<file path="config.mk">
export PLATFORM = sky130hd
export DESIGN_NAME = b2y_back
export DESIGN_NICKNAME = d
export VERILOG_FILES = /design/src/b2y_pkg.sv /design/src/b2y_back.sv
export SDC_FILE = /design/constraint.sdc
export NUM_CORES = 2
export LEC_CHECK = 0
export BUFFER_PORTS_ARGS = -buffer_cell sky130_fd_sc_hd__buf_2
export CORE_ASPECT_RATIO = 0.7
export CORE_MARGIN = 2
export CORE_UTILIZATION = 55
export CTS_BUF_LIST = sky130_fd_sc_hd__clkbuf_8 sky130_fd_sc_hd__clkbuf_16
export DETAILED_ROUTE_END_ITERATION = 8
export PLACE_DENSITY = 0.76
export SYNTH_ARGS = -nofsm -noshare
export SYNTH_HDL_FRONTEND = slang
export SYNTH_SLANG_ARGS = --single-unit
</file>
<file path="constraint.sdc">
create_clock -name clock -period 6.7 [get_ports clock]
set_input_delay 0.67 -clock clock [delete_from_list [all_inputs] [get_ports clock]]
set_output_delay 0.67 -clock clock [all_outputs]
set_load 0.005 [all_outputs]
</file>
<file path="src/b2y_pkg.sv">
`default_nettype none

package b2y_pkg;

   // line store and position counters
   localparam int MAX_LINE   = 4096;
   localparam int COL_W      = $clog2(MAX_LINE);
   localparam int HEIGHT_CAP = 4096;
   localparam int ROW_W      = $clog2(HEIGHT_CAP);

   // configuration port
   localparam int CSR_INDEX_W = 1;
   localparam int CSR_DATA_W  = 13;
   localparam logic [CSR_INDEX_W-1:0] CSR_LINE_WIDTH   = 1'd0;
   localparam logic [CSR_INDEX_W-1:0] CSR_FRAME_HEIGHT = 1'd1;
   localparam logic [CSR_DATA_W-1:0]  LINE_WIDTH_RESET   = 13'd640;
   localparam logic [CSR_DATA_W-1:0]  FRAME_HEIGHT_RESET = 13'd480;
   localparam logic [CSR_DATA_W-1:0]  MIN_DIM      = 13'd2;
   localparam logic [CSR_DATA_W-1:0]  WIDTH_LIMIT  = CSR_DATA_W'(MAX_LINE - (MAX_LINE % 2));
   localparam logic [CSR_DATA_W-1:0]  HEIGHT_LIMIT = CSR_DATA_W'(HEIGHT_CAP);

   // fixed-point coefficients
   localparam int FRAC_W       = 15;
   localparam int LUMA_SUM_W   = 23;
   localparam int CHROMA_SUM_W = 25;
   localparam logic [LUMA_SUM_W-1:0] LUMA_R_COEF = 23'd9798;
   localparam logic [LUMA_SUM_W-1:0] LUMA_G_COEF = 23'd19235;
   localparam logic [LUMA_SUM_W-1:0] LUMA_B_COEF = 23'd3736;
   localparam logic signed [15:0] CB_R_COEF = -16'sd5538;
   localparam logic signed [15:0] CB_G_COEF = -16'sd10846;
   localparam logic signed [15:0] CB_B_COEF = 16'sd16351;
   localparam logic signed [15:0] CR_R_COEF = 16'sd16351;
   localparam logic signed [15:0] CR_G_COEF = -16'sd13697;
   localparam logic signed [15:0] CR_B_COEF = -16'sd2664;
   localparam logic signed [CHROMA_SUM_W-1:0] CHROMA_OFFSET =
      CHROMA_SUM_W'(128 << FRAC_W);

   // queues
   localparam int MIDQ_DEPTH = 4;
   localparam int MIDQ_PTR_W = $clog2(MIDQ_DEPTH);
   localparam int MIDQ_CNT_W = $clog2(MIDQ_DEPTH + 1);
   localparam int OUTQ_DEPTH = 8;
   localparam int OUTQ_PTR_W = $clog2(OUTQ_DEPTH);
   localparam int OUTQ_CNT_W = $clog2(OUTQ_DEPTH + 1);

   typedef struct packed {
      logic [7:0] blue;
      logic [7:0] green;
      logic [7:0] red;
   } req_word_type;

   typedef struct packed {
      logic [7:0] luma;
      logic       chroma_valid;
      logic [7:0] cb;
      logic [7:0] cr;
   } rsp_word_type;

   typedef struct packed {
      req_word_type pixel;
      req_word_type left_pixel;
      req_word_type upper_left;
      req_word_type upper_right;
      logic         chroma_en;
   } midq_entry_type;

   typedef struct packed {
      logic                  not_empty;
      logic [MIDQ_CNT_W-1:0] count;
   } midq_status_type;

endpackage

`default_nettype wire

</file>
<file path="src/b2y_back.sv">
`default_nettype none

module b2y_back (
   input  wire logic                     clock,
   input  wire logic                     reset,
   input  wire b2y_pkg::midq_status_type midq_status,
   input  wire b2y_pkg::midq_entry_type  head_entry,
   output logic                          midq_pop,
   output logic                          empty,
   input  wire logic                     pop,
   output b2y_pkg::rsp_word_type         rsp_word
);

   function automatic logic [7:0] avg4(input logic [7:0] a, input logic [7:0] b,
                                       input logic [7:0] c, input logic [7:0] d);
      logic [9:0] sum;
      sum = 10'(a) + 10'(b) + 10'(c) + 10'(d) + 10'd2;
      return sum[9:2];
   endfunction

   function automatic logic [7:0] clamp_chroma(
      input logic signed [b2y_pkg::CHROMA_SUM_W-1:0] s);
      logic [7:0] res;
      if (s[b2y_pkg::CHROMA_SUM_W-1]) begin
         res = 8'd0;
      end else if (s[b2y_pkg::CHROMA_SUM_W-2]) begin
         res = 8'd255;
      end else begin
         res = s[b2y_pkg::CHROMA_SUM_W-3:b2y_pkg::FRAC_W];
      end
      return res;
   endfunction

   // stage 1: 2x2 averages and luma products
   logic                                     v1_ff, v2_ff, v3_ff;
   logic [7:0]                               avg_b_ff, avg_g_ff, avg_r_ff;
   logic [b2y_pkg::LUMA_SUM_W-1:0]           ly_b_ff, ly_g_ff, ly_r_ff;
   logic                                     ce1_ff, ce2_ff, ce3_ff;
   // stage 2: luma result and chroma products
   logic [7:0]                               luma2_ff, luma3_ff;
   logic signed [b2y_pkg::CHROMA_SUM_W-1:0]  cb_r_ff, cb_g_ff, cb_b_ff;
   logic signed [b2y_pkg::CHROMA_SUM_W-1:0]  cr_r_ff, cr_g_ff, cr_b_ff;
   // stage 3: chroma results
   logic [7:0]                               cb3_ff, cr3_ff;

   logic [b2y_pkg::LUMA_SUM_W-1:0]           luma_sum;
   logic signed [b2y_pkg::CHROMA_SUM_W-1:0]  cb_sum, cr_sum;

   b2y_pkg::rsp_word_type                    outq_ff [b2y_pkg::OUTQ_DEPTH];
   logic [b2y_pkg::OUTQ_PTR_W-1:0]           wr_ptr_ff, rd_ptr_ff;
   logic [b2y_pkg::OUTQ_CNT_W-1:0]           count_ff;
   logic [b2y_pkg::OUTQ_CNT_W:0]             in_flight;
   logic                                     pop_fire;
   b2y_pkg::rsp_word_type                    result;

   // only take a word when the output queue has a slot reserved for it
   assign in_flight = (b2y_pkg::OUTQ_CNT_W + 1)'(v1_ff) + (b2y_pkg::OUTQ_CNT_W + 1)'(v2_ff)
                    + (b2y_pkg::OUTQ_CNT_W + 1)'(v3_ff)
                    + (b2y_pkg::OUTQ_CNT_W + 1)'(count_ff);
   assign midq_pop  = midq_status.not_empty
                      && (in_flight < (b2y_pkg::OUTQ_CNT_W + 1)'(b2y_pkg::OUTQ_DEPTH));
   assign pop_fire  = pop && (count_ff != '0);

   always_ff @(posedge clock) begin
      if (reset) begin
         v1_ff <= 1'b0;
         v2_ff <= 1'b0;
         v3_ff <= 1'b0;
      end else begin
         v1_ff <= midq_pop;
         v2_ff <= v1_ff;
         v3_ff <= v2_ff;
      end
   end

   always_ff @(posedge clock) begin
      avg_b_ff <= avg4(head_entry.pixel.blue, head_entry.left_pixel.blue,
                       head_entry.upper_left.blue, head_entry.upper_right.blue);
      avg_g_ff <= avg4(head_entry.pixel.green, head_entry.left_pixel.green,
                       head_entry.upper_left.green, head_entry.upper_right.green);
      avg_r_ff <= avg4(head_entry.pixel.red, head_entry.left_pixel.red,
                       head_entry.upper_left.red, head_entry.upper_right.red);
      ly_b_ff  <= b2y_pkg::LUMA_SUM_W'(head_entry.pixel.blue) * b2y_pkg::LUMA_B_COEF;
      ly_g_ff  <= b2y_pkg::LUMA_SUM_W'(head_entry.pixel.green) * b2y_pkg::LUMA_G_COEF;
      ly_r_ff  <= b2y_pkg::LUMA_SUM_W'(head_entry.pixel.red) * b2y_pkg::LUMA_R_COEF;
      ce1_ff   <= head_entry.chroma_en;

      luma2_ff <= luma_sum[b2y_pkg::LUMA_SUM_W-1:b2y_pkg::FRAC_W];
      cb_r_ff  <= $signed({1'b0, avg_r_ff}) * b2y_pkg::CB_R_COEF;
      cb_g_ff  <= $signed({1'b0, avg_g_ff}) * b2y_pkg::CB_G_COEF;
      cb_b_ff  <= $signed({1'b0, avg_b_ff}) * b2y_pkg::CB_B_COEF;
      cr_r_ff  <= $signed({1'b0, avg_r_ff}) * b2y_pkg::CR_R_COEF;
      cr_g_ff  <= $signed({1'b0, avg_g_ff}) * b2y_pkg::CR_G_COEF;
      cr_b_ff  <= $signed({1'b0, avg_b_ff}) * b2y_pkg::CR_B_COEF;
      ce2_ff   <= ce1_ff;

      luma3_ff <= luma2_ff;
      cb3_ff   <= clamp_chroma(cb_sum);
      cr3_ff   <= clamp_chroma(cr_sum);
      ce3_ff   <= ce2_ff;
   end

   // coefficients sum to just over 1.0, so the top byte never exceeds 255
   assign luma_sum = ly_b_ff + ly_g_ff + ly_r_ff;
   assign cb_sum   = cb_r_ff + cb_g_ff + cb_b_ff + b2y_pkg::CHROMA_OFFSET;
   assign cr_sum   = cr_r_ff + cr_g_ff + cr_b_ff + b2y_pkg::CHROMA_OFFSET;

   always_comb begin
      result.luma         = luma3_ff;
      result.chroma_valid = ce3_ff;
      result.cb           = ce3_ff ? cb3_ff : 8'd0;
      result.cr           = ce3_ff ? cr3_ff : 8'd0;
   end

   always_ff @(posedge clock) begin
      if (reset) begin
         wr_ptr_ff <= '0;
         rd_ptr_ff <= '0;
         count_ff  <= '0;
      end else begin
         if (v3_ff) begin
            wr_ptr_ff <= wr_ptr_ff + 1'b1;
         end
         if (pop_fire) begin
            rd_ptr_ff <= rd_ptr_ff + 1'b1;
         end
         count_ff <= count_ff + b2y_pkg::OUTQ_CNT_W'(v3_ff)
                     - b2y_pkg::OUTQ_CNT_W'(pop_fire);
      end
   end

   always_ff @(posedge clock) begin
      if (v3_ff) begin
         outq_ff[wr_ptr_ff] <= result;
      end
   end

   assign empty    = (count_ff == '0);
   assign rsp_word = outq_ff[rd_ptr_ff];

   a_outq_room: assert property (@(posedge clock) disable iff (reset)
      !(v3_ff && count_ff == b2y_pkg::OUTQ_CNT_W'(b2y_pkg::OUTQ_DEPTH)))
      else $error("result queue written while full");

endmodule

`default_nettype wire

</file>
==> impl_metrics.csv <==
group,metric,value,unit
global_routing,first_pass_grt_wire_length,121000,um
clock_tree,cts.clk_slew.worst_paths,0.07,ns
clock_tree,cts-resized-gates,0,
final_layout,filler_free_cell_count_of_the_finished_design,4190,
sta,post-route-period-util,78.9,%
final_layout,area_growth_syn_to_layout,9.06,%
global_routing,global_route.usage.total,22.9,%
sta,finalCriticalPeriod,5.29,ns
logic_synthesis,yosysSeqAreaShare,31.4,%
clock_tree,clock_tree_from_tritoncts,"built",
die,die_h,218,um
run,max-cap-violations,0,
die,dieWidth,309,um
die,die_area,67300,um^2
drt,final_antenna_net_count,0,
critical_path,biggest_fanout_along_the_worst_timing_path,9,
die,start_util,55.5,%
placed_design,detailed_place_hpwl,59300,um
critical_path,ff2ff_setup_slack,1.41,ns
logic_synthesis,syn-num-nets,4128,
clock_tree,clk-insertion-delay-late,0.58,ns
critical_path,required,7.09,ns
critical_path,worst-endpoint-arrival,5.68,ns
die,top_level_ports,131,
final_layout,nNetsFinal,4288,
critical_path,critPathCaptureType,"flop",
drt,detail_route.vias_per_cell,5.38,
sta,timing.final.max_slew_violations,0,
drt,drt_wl_total,74400,um
logic_synthesis,syn_area_per_cell,11.5,um^2
placed_design,gp_congestion,0.975,
sta,worst_pin_slew,1.06,ns
sta,setup_tns,0,ns
sta,slew_headroom,28.7,%
clock_tree,cts.sink_count,462,
global_routing,grt_antenna_before_repair,4,
worst_hold_path,holdCritPathClass,"primary input to flop",
global_routing,grt_pass1_vias,22800,
clock_tree,numCtsBuffers,44,
critical_path,cp_cell_sequence,"inv_1 > ha_1 > fa_1 > inv_1 > ha_1 > inv_1 > fa_1 > inv_1 > ha_1 > nor2b_1 > o21a_1 > nor2_1 > o21bai_1 > a31o_2 > a41oi_1 > a21oi_1 > o211ai_1",
drt,drc_marker_count_from_the_first_detailed_route_iteration,1589,
logic_synthesis,syn_area,35900,um^2
drt,drt-wirelength-per-cell,17.8,um
clock_tree,root_buffer,"clkbuf_16",
logic_synthesis,synth.lib_cells_used.distinct,81,
logic_synthesis,post_synth_inst_count,3113,
logic_synthesis,dominantRegCellSynth,"dfxtp_1",
sta,report.final.setup_viol,0,
drt,drc,0,
final_layout,mostFrequentLayoutCell,"inv_1",
sta,finalHoldViolations,0,
sta,setup_repair_after_global_routing_missed_its_margin,"no",
placed_design,port-buffer-count,127,
logic_synthesis,synth_enable_flop_cells,200,
final_layout,layout.cells.most_common_list,"inv_1, ha_1, fa_1",
clock_tree,maximum_clock_path_buffer_count,3,
drt,route.vias.total,22500,
sta,clock_skew,0.0129,ns
die,core-area,64600,um^2
logic_synthesis,synth.ff_latch_count,462,
drt,drt_pre_antenna_iters,6,
clock_tree,cts.hold.buffers_added,0,
logic_synthesis,yosys_warnings,0,
global_routing,grt_overflow_total,0,
logic_synthesis,async_flop_share,0,%
global_routing,largest_net_degree_at_the_start_of_global_routing,51,
critical_path,cpLargestDelayFamily,"adder cells",
critical_path,critPathLaunchType,"flop",
sta,achievable-frequency,189,MHz
critical_path,path_class,"flop to flop",
final_layout,layout-drive-gt1-share,10.2,%
status,outcome,"completed",
clock_tree,post-cts-setup-buffer-count,0,
critical_path,critPathSlowestCell,"o211ai_1",
critical_path,cpPeakStageDelay,0.74,ns
die,row_count,78,
placed_design,placed_cells,4107,
critical_path,cp_num_buf_inv,4,
clock_tree,cts.htree.levels,2,
critical_path,timing.critical_path.mode_cell,"inv_1",
[Yosys cell counts, drive strengths merged, types with 35 or more instances]
library cell  count  area share (%)
inv             566             5.9
ha              537              19
fa              374              21
dfxtp           262              15
edfxtp          200              17
nor2            139             1.5
a21oi           136             2.0
xnor2           129             3.1
nand2            79            0.83
o21ai            66            0.94
nor3             56            0.80
mux4             50             3.1
xor2             41             1.0
a21o             38            0.80
o21a             36            0.75
nand3            35            0.49
[worst register-to-register path, cell delays in order (launching register included)]
cell and delay [ns]:
dfxtp_1 0.67, inv_1 0.19, ha_1 0.38, fa_1 0.54, inv_1 0.04, ha_1 0.27
inv_1 0.05, fa_1 0.54, inv_1 0.05, ha_1 0.32, nor2b_1 0.14, o21a_1 0.16
nor2_1 0.15, o21bai_1 0.11, a31o_2 0.27, a41oi_1 0.32, a21oi_1 0.15, o211ai_1 0.74
[layout make-up]
class                      count  area (um^2)
clock buffer                  46         1140
sequential                   462        11300
inverter                     566         2120
clock inverter                36          350
antenna                        1         2.50
tap                          880         1100
fill                        5149        25500
timing repair buffer         138          718
multi-input combinational   2061        22400
[flip-flops by register name (all words and copies together), names as in the netlist, 4 cells and up, named ones only]
signal and cells:
count_ff 4, ly_b_ff 17, cr_b_ff 17, avg_r_ff 8, avg_b_ff 8, cb3_ff 8, luma3_ff 8, luma2_ff 8
cr_r_ff 22, avg_g_ff 8, cb_r_ff 20, cb_b_ff 22, outq_ff 200, ly_r_ff 21, ly_g_ff 22, cb_g_ff 22
cr3_ff 8, cr_g_ff 24
[per-layer routing]
layer	vias to the layer above	routed length [um]	track usage, %
li1	10900	-	-
met1	11000	36500	34.9
met2	569	31300	33.9
met3	69	5750	5.33
met4	2	878	3.28
met5	-	9	0
[worst paths after layout]
path                      start          end  cells after the start
setup reg to reg    avg_b_ff[1]  cr_b_ff[23]                     17
hold / removal    head_entry[0]       ce1_ff                      1
setup / recovery    avg_b_ff[1]  cr_b_ff[23]                     17
hold reg to reg          ce1_ff       ce2_ff                      0
[metrics by stage]
stage          utilization (%)  setup WS, ns  hold slack, ns  area, um^2
2_1_floorplan                -          2.08           0.310       35900
3_3_place_gp              58.2          1.52           0.311       37600
3_5_place_dp              58.2          1.47           0.312       37600
4_1_cts                   60.6          1.42           0.192       39100
5_1_grt                   60.6          1.03           0.189       39100
6_report                  60.6          1.41           0.207       39100
[cells by family (layout without fill, tap and decap cells)]
| logic type | after synthesis | in the layout | synth area share (%) |
|---|---|---|---|
| fa+ha+maj | 911 | 911 | 39.6 |
| buf+inv | 590 | 786 | 6.18 |
| simple gates | 470 | 470 | 6.50 |
| flops | 462 | 462 | 31.4 |
| compound gates | 431 | 431 | 8.15 |
| xor+xnor | 170 | 170 | 4.17 |
| mux | 79 | 79 | 4.04 |
| other cells | 0 | 1 | 0 |
Power is left out: the tool's default activity adds up to more than one toggle a clock period on the data nets, which glitch-free logic cannot reach.
