**config.mk**
```make
export PLATFORM = sky130hd
export DESIGN_NAME = b2y_midq
export DESIGN_NICKNAME = d
export VERILOG_FILES = /design/src/b2y_pkg.sv /design/src/b2y_midq.sv
export SDC_FILE = /design/constraint.sdc
export NUM_CORES = 1
export LEC_CHECK = 0
export BUFFER_PORTS_ARGS = -buffer_cell sky130_fd_sc_hd__buf_2
export CELL_PAD_IN_SITES_DETAIL_PLACEMENT = 2
export CELL_PAD_IN_SITES_GLOBAL_PLACEMENT = 2
export CORE_MARGIN = 2
export CORE_UTILIZATION = 41
export CTS_CLUSTER_DIAMETER = 150
export DETAILED_ROUTE_END_ITERATION = 12
export PLACE_DENSITY_LB_ADDON = 0.15
export REMOVE_ABC_BUFFERS = 1
export SYNTH_ARGS = -nofsm -noshare
export SYNTH_HDL_FRONTEND = slang
export SYNTH_SLANG_ARGS = --single-unit
```
**constraint.sdc**
```tcl
create_clock -name clock -period 3.1 [get_ports clock]
set_input_delay 0.465 -clock clock [delete_from_list [all_inputs] [get_ports clock]]
set_output_delay 0.465 -clock clock [all_outputs]
set_load 0.01 [all_outputs]
```
**src/b2y_pkg.sv**
```systemverilog
`default_nettype none

package b2y_pkg;

   // line store and position counters
   localparam int MAX_LINE   = 4096;
   localparam int COL_W      = $clog2(MAX_LINE);
   localparam int HEIGHT_CAP = 4096;
   localparam int ROW_W      = $clog2(HEIGHT_CAP);

   // configuration port
   localparam int CSR_INDEX_W = 1;
   localparam int CSR_DATA_W  = 13;
   localparam logic [CSR_INDEX_W-1:0] CSR_LINE_WIDTH   = 1'd0;
   localparam logic [CSR_INDEX_W-1:0] CSR_FRAME_HEIGHT = 1'd1;
   localparam logic [CSR_DATA_W-1:0]  LINE_WIDTH_RESET   = 13'd640;
   localparam logic [CSR_DATA_W-1:0]  FRAME_HEIGHT_RESET = 13'd480;
   localparam logic [CSR_DATA_W-1:0]  MIN_DIM      = 13'd2;
   localparam logic [CSR_DATA_W-1:0]  WIDTH_LIMIT  = CSR_DATA_W'(MAX_LINE - (MAX_LINE % 2));
   localparam logic [CSR_DATA_W-1:0]  HEIGHT_LIMIT = CSR_DATA_W'(HEIGHT_CAP);

   // fixed-point coefficients
   localparam int FRAC_W       = 15;
   localparam int LUMA_SUM_W   = 23;
   localparam int CHROMA_SUM_W = 25;
   localparam logic [LUMA_SUM_W-1:0] LUMA_R_COEF = 23'd9798;
   localparam logic [LUMA_SUM_W-1:0] LUMA_G_COEF = 23'd19235;
   localparam logic [LUMA_SUM_W-1:0] LUMA_B_COEF = 23'd3736;
   localparam logic signed [15:0] CB_R_COEF = -16'sd5538;
   localparam logic signed [15:0] CB_G_COEF = -16'sd10846;
   localparam logic signed [15:0] CB_B_COEF = 16'sd16351;
   localparam logic signed [15:0] CR_R_COEF = 16'sd16351;
   localparam logic signed [15:0] CR_G_COEF = -16'sd13697;
   localparam logic signed [15:0] CR_B_COEF = -16'sd2664;
   localparam logic signed [CHROMA_SUM_W-1:0] CHROMA_OFFSET =
      CHROMA_SUM_W'(128 << FRAC_W);

   // queues
   localparam int MIDQ_DEPTH = 4;
   localparam int MIDQ_PTR_W = $clog2(MIDQ_DEPTH);
   localparam int MIDQ_CNT_W = $clog2(MIDQ_DEPTH + 1);
   localparam int OUTQ_DEPTH = 8;
   localparam int OUTQ_PTR_W = $clog2(OUTQ_DEPTH);
   localparam int OUTQ_CNT_W = $clog2(OUTQ_DEPTH + 1);

   typedef struct packed {
      logic [7:0] blue;
      logic [7:0] green;
      logic [7:0] red;
   } req_word_type;

   typedef struct packed {
      logic [7:0] luma;
      logic       chroma_valid;
      logic [7:0] cb;
      logic [7:0] cr;
   } rsp_word_type;

   typedef struct packed {
      req_word_type pixel;
      req_word_type left_pixel;
      req_word_type upper_left;
      req_word_type upper_right;
      logic         chroma_en;
   } midq_entry_type;

   typedef struct packed {
      logic                  not_empty;
      logic [MIDQ_CNT_W-1:0] count;
   } midq_status_type;

endpackage

`default_nettype wire

```
**src/b2y_midq.sv**
```systemverilog
`default_nettype none

module b2y_midq (
   input  wire logic                    clock,
   input  wire logic                    reset,
   input  wire logic                    push,
   input  wire b2y_pkg::midq_entry_type push_entry,
   input  wire logic                    pop,
   output b2y_pkg::midq_entry_type      head_entry,
   output b2y_pkg::midq_status_type     status
);

   b2y_pkg::midq_entry_type           slot_ff [b2y_pkg::MIDQ_DEPTH];
   logic [b2y_pkg::MIDQ_PTR_W-1:0]    wr_ptr_ff, rd_ptr_ff;
   logic [b2y_pkg::MIDQ_CNT_W-1:0]    count_ff;
   logic                              pop_fire;

   assign pop_fire = pop && (count_ff != '0);

   always_ff @(posedge clock) begin
      if (reset) begin
         wr_ptr_ff <= '0;
         rd_ptr_ff <= '0;
         count_ff  <= '0;
      end else begin
         if (push) begin
            wr_ptr_ff <= wr_ptr_ff + 1'b1;
         end
         if (pop_fire) begin
            rd_ptr_ff <= rd_ptr_ff + 1'b1;
         end
         count_ff <= count_ff + b2y_pkg::MIDQ_CNT_W'(push)
                     - b2y_pkg::MIDQ_CNT_W'(pop_fire);
      end
   end

   always_ff @(posedge clock) begin
      if (push) begin
         slot_ff[wr_ptr_ff] <= push_entry;
      end
   end

   assign head_entry       = slot_ff[rd_ptr_ff];
   assign status.not_empty = (count_ff != '0);
   assign status.count     = count_ff;

   a_no_overflow: assert property (@(posedge clock) disable iff (reset)
      !(push && count_ff == b2y_pkg::MIDQ_CNT_W'(b2y_pkg::MIDQ_DEPTH)))
      else $error("middle queue written while full");

endmodule

`default_nettype wire

```
==> flow_summary.yaml, run 1 <==
global_route:
  overflow: 0
  grt_max_degree: 60
  grt_pass1_wl_um: 49300
  antenna_found_initial: 5
  grt_pass1_vias: 7541
  grt_use_total_pct: 18.5
yosys:
  synth_top_family_by_area: "multiplexers"
  synth_compound_area_share_pct: 0.121
  synth-simple-area-share_pct: 0.519
  yosysUniqueCellTypes: 20
  netlist_area_um2: 14500
  syn_inst: 552
  synth_xor_area_share_pct: 0.225
  post_synth_fa_ha_maj_area_fraction_pct: 0.658
  synth_top_area_cell: "edfxtp_1"
  synth_area_per_cell_um2: 26.2
  yosys-top-cells-area: "edfxtp_1 81%, mux4_2 15%, dfxtp_1 1.2%, ha_1 0.52%, buf_8 0.42%"
  ys_warn_count: 0
  muxShareOfSynthArea_pct: 15.4
  ys_seq_area_share_pct: 81.8
  synth-seq-cells: 397
  yosysTopAreaCellShare_pct: 80.6
clock_tree:
  cts_tree: "built"
  path_clk_slew_ns: 0.06
  clk-insertion-delay-late_ns: 0.53
  cts_buffer_depth: 3
  clock_sinks: 397
  cts-root-buf: "clkbuf_16"
  cts_setup_buffers: 0
  cts_made_buffers: 43
  cts_hold_buf: 0
  cts-resized-gates: 0
  h-tree-depth: 2
finish:
  num-nets-final: 895
  multi_input_area_um2: 2460
  finalInstanceArea_um2: 17400
  area_growth_pct: 20.5
  finish.utilization_pct: 50.3
  fillers: 2999
  drive_gt1_share_pct: 45.6
  regArea_um2: 11800
detailed_routing:
  wl_per_cell_um: 25.9
  num_vias: 6565
  wirelength_um: 33000
  initialDrtViolationCount: 341
  drtPass1Iterations: 4
  route.detailed.drc: 0
  via_per_inst: 5.14
  antenna_left: 0
run:
  maxCapViolCount: 0
power_and_ir_drop:
  p_per_area_nw_per_um2: 777
  finalPower_uw: 13500
  ir_drop_uv: 531
  p_seq_share_pct: 46.9
  pwr-share-clk_pct: 36.0
  leakagePower_uw: 0.00583
  internal-power_uw: 10200
  switchingPower_uw: 3290
  switching_share_pct: 24.3
  power_frac_comb_pct: 17.1
die:
  fp.coreArea_um2: 34600
  start_util_pct: 41.7
  die-area_um2: 36800
  rows: 68
  die_w_um: 192
  pin_count: 202
  die_h_um: 192
critical_path:
  crit_path_end_kind: "output port"
  required_ns: 2.63
  worstPathArrival_ns: 2.26
  start_kind: "flip-flop"
  crit_fanout: 45
  crit_type: "reg -> out"
  rr_startpoint: "count_ff[1]"
sta:
  setup_ws_ns: 0.373
  rsz0062_at_grt: "false"
  slew_violations: 0
  fin_skew_ns: 0.0107
  relSlewSlack_pct: 66.4
  fin_crit_sh_pct: 88.0
  setup_violations: 0
  max_freq_mhz: 367
  hold_viol_final: 0
  finalCriticalPeriod_ns: 2.73
  worstMarginPinSlew_ns: 0.505
placed_design:
  io_buffers: 201
  dp_hpwl_um: 21000
  postPlaceCellArea_um2: 16100
  dp_worst_setup_slack_ns: 0.861
  gp_congestion: 0.719
worst_hold_path:
  hp-start: "push_entry[6]"
  hold_class: "in -> reg"
outcome:
  outcome: "completed"
==> worst paths after layout <==
check	end	slack, ns	cells after the start
min	slot_ff[1][6]	0.15	1
max	head_entry[18]	0.37	3
min reg2reg	rd_ptr_ff[1]	0.58	2
max reg2reg	count_ff[2]	1.05	7
==> critical path, cell delays in order (launching register included) <==
cell and delay, ns:
dfxtp_4 0.53, buf_12 0.37, mux4_2 0.62, buf_2 0.17
==> synthesized netlist by cell type (all sizes together) <==
cell type	n
mux2i	1
or3	1
nor2b	4
o31a	1
and2	4
o311ai	1
nor2	5
fa	1
edfxtp	388
mux2	3
clkbuf	7
inv	6
dfxtp	9
ha	6
mux4	97
xnor2	1
xor3	1
buf	16
==> sequential cells by signal, indices dropped and copies added (netlist names), named ones only <==
signal     flops
slot_ff      388
count_ff       3
rd_ptr_ff      2
wr_ptr_ff      2
==> cell families (layout without fill, tap and decap cells) <==
kind of cell / after synthesis / in the layout
AO/OA/AOI/OAI: 2 / 2
XOR/XNOR: 2 / 2
adder cells (fa/ha/maj): 7 / 7
buffers and inverters: 29 / 295
flip-flops: 397 / 397
multiplexers: 101 / 101
other: 0 / 4
AND/OR/NAND/NOR: 14 / 14
==> per-layer routing <==
metal | vias up | global-route usage (%) | wire length (um)
met5 | - | 0 | 9
met4 | 2 | 4.50 | 612
met3 | 47 | 4.35 | 2110
met2 | 183 | 31.7 | 17200
met1 | 3484 | 23.9 | 13100
li1 | 2849 | - | -
==> cells in the final DEF, fill, tap and decap left out, types with 3 or more instances in the layout <==
cell type  instances
diode_2            4
bufinv_16          3
clkinv_2           5
buf_4              5
and2_4             4
inv_1              6
dfxtp_1            7
clkbuf_1          12
nor2_1             5
clkinv_1          10
nor2b_1            4
edfxtp_1         388
mux4_2            97
clkbuf_16         45
buf_2            201
ha_1               6
mux2_2             3
buf_12             7
==> power groups by stage <==
stage | registers, uW | logic [uW] | clock network, uW
2_1_floorplan | 6620 | 1320 | 0
3_3_place_gp | 6430 | 2310 | 0
3_5_place_dp | 6470 | 2390 | 0
4_1_cts | 6360 | 2400 | 5020
5_1_grt | 6380 | 2530 | 5200
6_report | 6350 | 2310 | 4880
==> stage by stage <==
stage | hold WS, ns | cells | setup TNS (ns)
CTS | 0.117 | 1273 | 0
detailed placement | 0.573 | 1197 | 0
floorplan | 0.514 | 529 | -259.28
global placement | 0.535 | 1197 | 0
global route | 0.125 | 1273 | 0
finish | 0.145 | 1277 | 0
==> area by class of cell <==
type,instances,area share [%]
Antenna cell,4,0.0575
Clock buffer,58,6.80
Clock inverter,18,0.876
Inverter,6,0.129
Multi-Input combinational cell,126,14.1
Sequential cell,397,68.0
Tap cell,455,3.27
Timing Repair Buffer,213,6.79
Power figures use the tool's default switching activity.
==> inputs of run 2 (changes only) <==
- clock period: 3.1 -> 2.3 ns (I/O delays scaled with it)
==> run 2 against run 1 <==
Effect of this change:
- the flow now finishes with violations (negative setup slack)
- critical endpoint is now head_entry[17]
- highest routed layer unchanged
- register-to-register slack lost 0.81 ns
- clock skew decreased by 0.0024 ns
- non-clock buffer count up 28
- largest power group unchanged
==> flow_summary.yaml, run 2 (synthesized netlist as in run 1, its figures left out) <==
outcome:
  outcome: "finished with violations"
  violations: "negative setup slack"
clock_tree:
  cts-root-buf: "clkbuf_16"
  clock_sinks: 397
  cts_tree: "built"
  clk-insertion-delay-late_ns: 0.53
  path_clk_slew_ns: 0.06
  cts_buffer_depth: 3
  h-tree-depth: 2
  cts_made_buffers: 44
finish:
  layout_commonest_cell: "edfxtp_1"
  finish.utilization_pct: 52.6
  area_growth_pct: 25.9
  top_register: "slot_ff"
  num-nets-final: 924
  reg_top3: "slot_ff: 388 flops, count_ff: 3 flops"
  largest_reg_flops: 388
  drive_gt1_share_pct: 47.2
  layout.cells.non_filler: 1294
  final_cell_mix: "388 x edfxtp_1, 138 x buf_2, 97 x mux4_2, 65 x buf_6, 49 x clkbuf_16"
die:
  die-area_um2: 36800
  die_w_um: 192
  pin_count: 202
  die_h_um: 192
  rows: 68
  start_util_pct: 41.7
  fp.coreArea_um2: 34600
global_route:
  overflow: 0
  grt_busiest_layer: "met2"
  grt.met3_usage_pct: 4.09
  use_met2_pct: 34.5
  grt_pass1_wl_um: 51200
  grt_max_degree: 58
  grt_use_total_pct: 19.2
  use_met1_pct: 23.9
  antenna_found_initial: 3
  grt_pass1_vias: 7790
power_and_ir_drop:
  leakagePower_uw: 0.00614
  p_per_area_nw_per_um2: 1040
  ir_drop_uv: 638
critical_path:
  crit_type: "reg -> out"
  crit_path_end_kind: "output port"
  required_ns: 1.96
  slowest_stage: "mux4_2"
  worstPathArrival_ns: 1.96
  worstPathCellList: "buf_12 -> buf_6 -> mux4_2 -> buf_2"
  crit_fanout: 8
  start_kind: "flip-flop"
  critPathMaxStageDelay_ns: 0.55
sta:
  setup_tns_ns: -0.000157
  hold_viol_final: 0
  fin_skew_ns: 0.00831
  relSlewSlack_pct: 62.6
  rsz0062_at_grt: "true"
  worstMarginPinSlew_ns: 0.561
  setup_violations: 1
  slew_violations: 0
  whs_ns: 0.0282
  max_freq_mhz: 435
  fin_crit_sh_pct: 100
  finalCriticalPeriod_ns: 2.30
  setup_ws_ns: -0.000157
run:
  maxCapViolCount: 0
detailed_routing:
  drtPass1Iterations: 6
  route.detailed.drc: 0
  via_per_inst: 5.25
  antenna_left: 0
  num_vias: 6789
  initialDrtViolationCount: 457
  wl_per_cell_um: 27.1
  wirelength_um: 35100
placed_design:
  dp_hpwl_um: 22200
  dp_worst_setup_slack_ns: 0.228
  dpl.cell_count: 1211
  gp_congestion: 0.711
  io_buffers: 201
worst_hold_path:
  hold_class: "in -> reg"
run 2: changes by cell type in the layout (fill, tap and decap cells not counted), moves of 5 or more:
cell      delta
buf_12      +10
buf_2       -63
clkinv_1     -6
buf_4        +5
buf_6       +65
run 2: worst paths after layout:
path,start,endpoint,slack [ns],cells after the start
min reg2reg,rd_ptr_ff[1],rd_ptr_ff[1],0.61,2
max,flip-flop,head_entry[17],-0.0002,4
max reg2reg,count_ff[1],count_ff[1],0.24,6
min,push_entry[32],slot_ff[3][32],0.03,1
run 2: routing by layer:
layer	wire (um)	share of wire [%]
met1	13900	40
met2	18700	53
met3	1870	5.3
met4	580	1.7
met5	26	0.074
run 2: what timing repair did:
action | 4_1_cts | 5_1_grt
resized for setup | 13 | 78
hold buffers | 2 | 0
pin swaps | 0 | 0
endpoints found under the setup margin | 93 | 85
gates cloned | 0 | 4
buffers inserted | 7 | 1
endpoints found under the hold margin | 8 | 0
run 2: through the flow:
| stage | total power, uW | area, um2 |
|---|---|---|
| 2_1_floorplan | 10600 | 14300 |
| 3_3_place_gp | 11900 | 16300 |
| 3_5_place_dp | 12100 | 16300 |
| 4_1_cts | 18500 | 17700 |
| 5_1_grt | 19600 | 18200 |
| 6_report | 18900 | 18200 |
run 2: final cells by class:
class,count,area (um2)
antenna,2,5.00
sequential,397,11800
clock buffer,58,1170
tap,455,569
timing repair buffer,241,2080
fill,2893,16400
clock inverter,9,47.5
multi-input combinational,126,2460
inverter,6,22.5
run 2: critical path, delay by kind of cell, from the launching register on:
kind	cells	cell delay (ns)
buf+inv	3	0.49
flops	1	0.37
mux	1	0.55
run 2: power by group:
group,switching (uW),internal (uW)
logic,1890,2340
registers,144,8340
clock network,2620,3540
==> inputs of run 3 (changes only) <==
- REMOVE_ABC_BUFFERS: 1 -> not set
- TNS_END_PERCENT: not set -> 30
==> run 3 against run 2 <==
Effect of this change:
- wire length is 6.2% lower
- worst setup slack better by 0.0097 ns
- the run now ends clean
- design area is 1.5% lower
- clock-buffer cell count is 1 lower
- sequential power hardly changed
- non-clock buffer count is 12 lower
- combinational power is 8.0% lower
- via count is 2.9% lower
==> flow_summary.yaml, run 3 (synthesized netlist as in run 1, its figures left out) <==
die:
  start_util_pct: 41.7
  fp.coreArea_um2: 34600
  die-area_um2: 36800
  die_w_um: 192
  rows: 68
  pin_count: 202
  die_h_um: 192
clock_tree:
  clock_sinks: 397
  cts_hold_buf: 0
  h-tree-depth: 2
  cts_tree: "built"
  cts_made_buffers: 42
  path_clk_slew_ns: 0.06
  clk-insertion-delay-late_ns: 0.53
  cts_buffer_depth: 3
  cts-root-buf: "clkbuf_16"
finish:
  final_cell_mix: "388 x edfxtp_1, 174 x buf_2, 97 x mux4_2, 48 x clkbuf_16, 28 x buf_6"
  top_register: "slot_ff"
  layout_commonest_cell: "edfxtp_1"
  drive_gt1_share_pct: 47.1
  area_growth_pct: 24.1
  num-nets-final: 910
  reg_top3: "slot_ff: 388 flops, count_ff: 3 flops"
  largest_reg_flops: 388
global_route:
  antenna_found_initial: 9
  grt_max_degree: 53
  grt_busiest_layer: "met2"
  grt.met3_usage_pct: 5.24
  grt_pass1_wl_um: 48600
  use_met1_pct: 22.7
  overflow: 0
  grt_pass1_vias: 7544
  grt_use_total_pct: 18.1
  use_met2_pct: 31.1
detailed_routing:
  wirelength_um: 32900
  num_vias: 6595
  initialDrtViolationCount: 369
  wl_per_cell_um: 25.5
  antenna_left: 0
  via_per_inst: 5.11
  drtPass1Iterations: 4
  route.detailed.drc: 0
sta:
  worstMarginPinSlew_ns: 0.465
  fin_skew_ns: 0.0122
  whs_ns: 0.0331
  hold_viol_final: 0
  setup_ws_ns: 0.00955
  slew_violations: 0
  setup_tns_ns: 0
  rsz0062_at_grt: "true"
  setup_violations: 0
  finalCriticalPeriod_ns: 2.29
  relSlewSlack_pct: 68.6
  fin_crit_sh_pct: 99.6
  max_freq_mhz: 437
yosys:
  syn-num-nets: 660
power_and_ir_drop:
  internal-power_uw: 14200
  switching_share_pct: 24.4
  p_seq_share_pct: 45.0
  leakagePower_uw: 0.00605
  switchingPower_uw: 4590
  pwr-share-clk_pct: 34.4
  ir_drop_uv: 573
  power_frac_comb_pct: 20.7
  p_per_area_nw_per_um2: 1050
critical_path:
  crit_fanout: 8
  worstPathArrival_ns: 1.95
  start_kind: "flip-flop"
  crit_type: "reg -> out"
  crit_path_end_kind: "output port"
  r2r_slack_ns: 0.34
  required_ns: 1.96
placed_design:
  dp_worst_setup_slack_ns: 0.269
  gp_congestion: 0.700
  dp_hpwl_um: 20200
  io_buffers: 201
run:
  maxCapViolCount: 0
worst_hold_path:
  hold_class: "in -> reg"
outcome:
  outcome: "completed"
[run 3: cell count changes in the layout (fill, tap and decap cells not counted), moves of 3 or more]
cell	delta
buf_2	+36
buf_4	-6
buf_6	-37
clkbuf_1	-3
clkinv_1	+4
clkinv_2	+6
[run 3: worst paths after layout]
path / startpoint / to / cells past startpoint
max reg2reg: count_ff[1] / count_ff[2] / 7
max: flip-flop / head_entry[22] / 4
min: push_entry[49] / slot_ff[3][49] / 1
min reg2reg: wr_ptr_ff[1] / wr_ptr_ff[1] / 2
[run 3: final cells by class]
type                            count  area [um2]
Fill cell                        2909       16700
Clock inverter                     19         135
Multi-Input combinational cell    126        2460
Antenna cell                        2        5.00
Inverter                            6        22.5
Timing Repair Buffer              229        1710
Clock buffer                       57        1190
Sequential cell                   397       11800
Tap cell                          455         569
[run 3: worst max-delay path: stages, from the launching register on]
cell and delay (ns):
dfxtp_4 0.39, buf_12 0.16, buf_16 0.15, mux4_2 0.54, buf_6 0.15
[run 3: metrics by stage]
stage	power, uW	instance area [um2]	util, %	std cells
2_1_floorplan	10700	14500	-	552
3_3_place_gp	11800	16200	46.6	1201
3_5_place_dp	12000	16200	46.6	1201
4_1_cts	18800	17700	51.0	1286
5_1_grt	19600	17900	51.8	1289
6_report	18800	17900	51.8	1291
[run 3: power groups by stage]
stage	Clock [uW]	Combinational [uW]	Sequential [uW]
final	6470	3900	8470
after global routing	6900	4220	8500
after CTS	6650	3680	8470
after detailed placement	0	3300	8660
after global placement	0	3190	8620
after floorplan	0	2090	8580
[run 3: layer usage]
layer  part of all wire [%]  vias up
li1                       -     2876
met1                     40     3466
met2                     51      186
met3                    6.7       53
met4                    1.7       14
met5                   0.28        -
[run 3: what timing repair did]
item / CTS / global route
setup buffers: 7 / 0
cloned: 2 / 3
endpoints found under the setup margin: 89 / 74
gates resized for setup: 19 / 34
